### config.mk
export PLATFORM = sky130hd
export DESIGN_NAME = cdh_queue
export DESIGN_NICKNAME = d
export VERILOG_FILES = /design/src/hdl/cdh_pkg.sv /design/src/hdl/cdh_queue.sv
export SDC_FILE = /design/constraint.sdc
export NUM_CORES = 1
export LEC_CHECK = 0
export ABC_AREA = 1
export CORE_MARGIN = 2
export CORE_UTILIZATION = 45
export DETAILED_ROUTE_END_ITERATION = 8
export DONT_BUFFER_PORTS = 1
export SLEW_MARGIN = 30
export SYNTH_ARGS = -nofsm -noshare
export SYNTH_HDL_FRONTEND = slang
export SYNTH_SLANG_ARGS = --single-unit
### constraint.sdc
create_clock -name i_clk -period 2.1 [get_ports i_clk]
set_clock_uncertainty 0.1 [all_clocks]
set_input_delay 0 -clock i_clk [delete_from_list [all_inputs] [get_ports i_clk]]
set_output_delay 0 -clock i_clk [all_outputs]
set_load 0.03 [all_outputs]
### src/hdl/cdh_pkg.sv
package cdh_pkg;

    localparam int ACTION_W = 2;
    localparam int SPAN_W   = 10;
    localparam int BIN_W    = 10;
    localparam int DEPTH_W  = 24;
    localparam int COUNT_W  = 48;
    localparam int STATUS_W = 2;

    localparam logic [DEPTH_W-1:0] DEPTH_MAX = {DEPTH_W{1'b1}};
    localparam logic [COUNT_W-1:0] COUNT_MAX = {COUNT_W{1'b1}};

    localparam int RING_DEPTH_DEF = 1024;
    localparam int HIST_BINS_DEF  = 1024;

    // Depth of the command queue between front and back; a power of two.
    localparam int QUEUE_DEPTH = 4;

    typedef enum logic [ACTION_W-1:0] {
        ACT_ADD     = 2'd0,
        ACT_CLOSE   = 2'd1,
        ACT_NEWREF  = 2'd2,
        ACT_READBIN = 2'd3
    } t_action;

    localparam logic [STATUS_W-1:0] ST_OK        = 2'd0;
    localparam logic [STATUS_W-1:0] ST_FILTERED  = 2'd1;
    localparam logic [STATUS_W-1:0] ST_SPAN_LONG = 2'd2;
    localparam logic [STATUS_W-1:0] ST_SATURATED = 2'd3;

    typedef struct packed {
        t_action               action;
        logic [STATUS_W-1:0]   pre_status;
        logic                  bin_in_range;
        logic [SPAN_W-1:0]     read_span;
        logic [BIN_W-1:0]      bin_index;
    } t_cmd;

    typedef struct packed {
        logic init_busy;
        logic idle;
    } t_back_stat;

endpackage

### src/hdl/cdh_queue.sv
module cdh_queue (
    input  logic          i_clk,
    input  logic          i_rst_n,
    input  logic          i_push,
    input  cdh_pkg::t_cmd i_cmd,
    input  logic          i_pop,
    output logic          o_full,
    output logic          o_valid,
    output cdh_pkg::t_cmd o_cmd
);
    import cdh_pkg::*;

    localparam int QW = $clog2(QUEUE_DEPTH);

    t_cmd          r_mem [QUEUE_DEPTH];
    logic [QW-1:0] r_wr, n_wr;
    logic [QW-1:0] r_rd, n_rd;
    logic [QW:0]   r_count, n_count;

    assign o_full  = r_count == (QW+1)'(QUEUE_DEPTH);
    assign o_valid = r_count != '0;
    assign o_cmd   = r_mem[r_rd];

    always_comb begin
        n_wr    = i_push ? r_wr + 1'b1 : r_wr;
        n_rd    = i_pop  ? r_rd + 1'b1 : r_rd;
        n_count = r_count + (QW+1)'(i_push) - (QW+1)'(i_pop);
    end

    always_ff @(posedge i_clk) begin
        if (!i_rst_n) begin
            r_wr    <= '0;
            r_rd    <= '0;
            r_count <= '0;
        end else begin
            r_wr    <= n_wr;
            r_rd    <= n_rd;
            r_count <= n_count;
        end
        if (i_push) begin
            r_mem[r_wr] <= i_cmd;
        end
    end
endmodule

Word level (Yosys, flattened, before mapping)
Memory sizes are Yosys's and may differ from the RTL's. A register that Yosys moved wholly into a read port is not among the register bits.
Cells that the tools add are included.
Widths: inputs -> output; s select.
{"block": "totals", "output_inout_bits": 27, "romBits": 0, "ram_bits": 100, "memories": 1, "latch_bits": 0, "register_bits": 7, "input_bits": 29, "wordCells": 14}
{"block": "op_classes", "n_mul": 0, "n_reduce_logical": 1, "magnitude_cmp": 0, "muxes": 4, "div": 0, "n_eq_ne": 1, "n_shift": 0, "n_addsub": 4, "bitwise_logic": 0}
{"memory": "r_mem", "depth": 4, "width": 25, "read_ports": 1, "rd_clocked_by_memory_dff": 1, "write_ports": 1, "line": "cdh_queue.sv:15", "source": "t_cmd r_mem [QUEUE_DEPTH];"}
{"op": "$add 2x1->2 const B", "n": 2}
{"op": "$mux 2", "n": 2}
{"op": "$add 3x1->3", "n": 1}
{"op": "$eq 3x3->1 const B", "n": 1}
{"op": "$reduce_bool 3->1", "n": 1}
{"op": "$sub 3x1->3", "n": 1}
{"op": "$mux 1", "n": 2}

Longest topological paths before layout
{"block": "depth", "depth_word": 3, "depth_mapped": 8, "depth_no_buf": 8}

Worst setup path after synthesis
No wires, ideal clock.
{"block": "synth_path", "path_type": "register to register", "from": "reg r_wr[0]", "to": "mem r_mem[2][0] (netlist name) (enable)", "n_path_buf": 0, "setup_ps": 380, "t_required_ps": 1620, "slack_ps": 532, "period_less_slack_ps": 1568, "arrival_ps": 1089, "path_stages_with_launch": 5, "path_cell_list": "dfxtp_1 -> inv_1 -> ha_1 -> nand2_1 -> inv_1"}
{"item": "start, declared", "line": "cdh_queue.sv:16", "source": "logic [QW-1:0] r_wr, n_wr;"}
{"item": "start signal, assigned", "line": "cdh_queue.sv:36", "source": "r_wr <= n_wr;"}
{"item": "end, declared", "line": "cdh_queue.sv:15"}
Straight into the memory's write port.

==> impl_metrics.json <==
{
  "outcome": "complete, no violations",
  "r2r_end": "r_count[2]$_SDFF_PN0_",
  "grt.overflow.total": 0,
  "hold_path_class": "primary input to flip-flop",
  "clock_latency_ns": 0.34,
  "worstReg2RegStart": "r_count[0]$_SDFF_PN0_",
  "synthesis.nets": 383,
  "tightest_slew_ns": 0.5580,
  "yosysTopAreaCellShare_pct": 68.05,
  "cpMaxStageDelayCell": "dfxtp_4",
  "critical_path.top_delay_family": "flip-flops",
  "crit_chain": "buf_12 -> a21oi_1 -> o21ai_1 -> nand2_1",
  "grt-busiest-layer": "met2",
  "use_met1_pct": 16.79,
  "antenna_left": 0,
  "htree_levels": 3,
  "path_class": "flip-flop to output pin",
  "synth_top_area_cell": "edfxtp_1",
  "postSynthAreaPerCell_um2": 12.72,
  "dpl-instance-area_um2": 4563,
  "crit_path_end_kind": "output pin",
  "antenna_cells": 0,
  "setup_viol": 0,
  "drt-initial-drc-count": 109,
  "p_leak_nw": 1.942,
  "finalCritPeriodShare_pct": 84.53,
  "via_count": 2491,
  "mostFrequentLayoutCells": "100 x edfxtp_1, 65 x inv_1, 60 x nand2_1",
  "max_freq_ghz": 0.5634,
  "place.gp.congestion": 0.6872,
  "cts.sinks": 109,
  "grt_setup_unrepaired": "no",
  "fin_nets": 417,
  "track_usage_pct": 14.42,
  "layout_min_cycle_time_ns": 1.775,
  "critPathMaxStageDelay_ns": 0.68,
  "start_kind": "flip-flop",
  "layout-drive-gt1-share_pct": 8.052,
  "ys_seq_area_share_pct": 72.13,
  "hold_path.startpoint": "i_pop",
  "cp.required_ns": 2.00,
  "multi_input_area_um2": 844.6,
  "worst_r2r_path_depth": 8,
  "grt_pass1_vias": 2353,
  "powerDensity_nw_per_um2": 888.9,
  "cts_tree": "done",
  "syn_inst": 347,
  "rows": 36,
  "synth_cell_types": 15,
  "synth.top_cells.by_area": "edfxtp_1 68%, inv_1 5.5%, nand2_1 5.1%",
  "slew_violations": 0,
  "antenna_found_initial": 0,
  "io_pins": 56,
  "start_util_pct": 45.78,
  "fin_area_um2": 5082,
  "fin_setup_tns_ns": 0,
  "hold_viol": 0,
  "drt-total-wl_um": 7359,
  "final_common_cell": "edfxtp_1",
  "regToRegSetupSlack_ns": 0.45,
  "clk_pin_slew_ns": 0.09,
  "grt_max_degree": 51,
  "yosys_warnings": 0,
  "drt_first_pass_iters": 4,
  "seq_area_um2": 3188,
  "dp_hpwl_um": 4492,
  "die_h_um": 103.0,
  "die_x_um": 103.0,
  "pre_cts_slack_ns": 0.4543,
  "grt_first_pass_wirelength_um": 11370,
  "use_met2_pct": 25.72,
  "cts_made_buffers": 9,
  "core_um2": 9639,
  "synth.cell_area_um2": 4413,
  "root_buffer": "clkbuf_8",
  "use_met3_pct": 4.542,
  "cp.arrival_ns": 1.68,
  "crit_path_max_fanout": 46,
  "die_area_um2": 10620,
  "slew_headroom_pct": 62.66,
  "ys_ff_latch": 109,
  "syn2layout_area_growth_pct": 15.17,
  "cp_num_buf_inv": 1,
  "ir_worst_vdd_mv": 0.3879,
  "critical_path.endpoint": "o_cmd[21]",
  "wl_per_cell_um": 14.21,
  "fin_ws_ns": 0.3250,
  "port_buffers": 0,
  "max_cap_violations": 0,
  "viasPerCell": 4.809,
  "clockBufferDepth": 2,
  "path_depth": 4,
  "drc_errors": 0,
  "fillers": 899
}
-- power breakdown --
part	internal (mW)	total (mW)	switching (mW)
Clock	0.787	1.42	0.632
Sequential	2.48	2.53	0.0491
Combinational	0.159	0.573	0.414
-- cell usage after synthesis --
cell,number
edfxtp_1,100
inv_1,65
nand2_1,60
a21oi_1,26
o211ai_1,25
o21ai_1,25
buf_6,9
dfxtp_1,9
buf_2,8
ha_1,6
a21oi_2,5
o21ai_0,4
nand3_1,2
nor2_1,2
fa_1,1
-- logic make-up after synthesis --
logic type | synth area share [%]
AO/OA/AOI/OAI | 11.48
adder cells (fa/ha/maj) | 2.155
buffers and inverters | 8.733
flip-flops | 72.13
AND/OR/NAND/NOR | 5.501
-- stage by stage --
stage,utilization (%),hold slack (ns),std cells,power (mW)
6_report,52.73,0.02531,518,4.518
5_1_grt,52.73,0.05181,518,4.720
4_1_cts,52.73,0.006349,518,4.575
3_5_place_dp,47.34,-0.01019,474,3.091
3_3_place_gp,47.34,-0.01453,474,3.076
2_1_floorplan,-,-0.008086,347,3.008
-- tightest hold or removal path: cells and delay by family --
family | cells | cell delay [ns]
adders and majority gates | 2 | 0.32
buffers and inverters | 2 | 0.09
and+or+nand+nor | 1 | 0.04
-- worst min path at each step --
stage | endpoint | slack [ns] | cells after the start
global route | r_count[0]$_SDFF_PN0_ | 0.05 | 5
detailed placement | flip-flop | -0.01 | 1
global placement | flip-flop | -0.01 | 1
floorplan | flip-flop | -0.008 | 1
CTS | r_count[0]$_SDFF_PN0_ | 0.006 | 5
finish | r_count[0]$_SDFF_PN0_ | 0.03 | 5
-- routing by layer --
layer	vias to the layer above	routed length [µm]
met2	50	3825
met4	0	53
met1	1190	3146
met5	-	0
li1	1247	-
met3	4	333
-- state kept, by name, indices dropped and copies added, names as in the netlist, named ones only --
name / count
r_mem: 100
r_count: 3
r_rd: 2
r_wr: 2
-- layout make-up --
type                       instances  area share [%]
multi-input combinational        156           16.62
clock inverter                     4           1.920
timing repair buffer              40           8.075
tap                              133           3.274
clock buffer                      11           2.585
inverter                          65           4.801
sequential                       109           62.73
-- repair_timing --
action,in CTS,in global routing
setup buffers,0,0
hold buffers,29,0
endpoints found under the hold margin,149,0
resized for setup,0,0
Power figures use the tool's default switching activity.
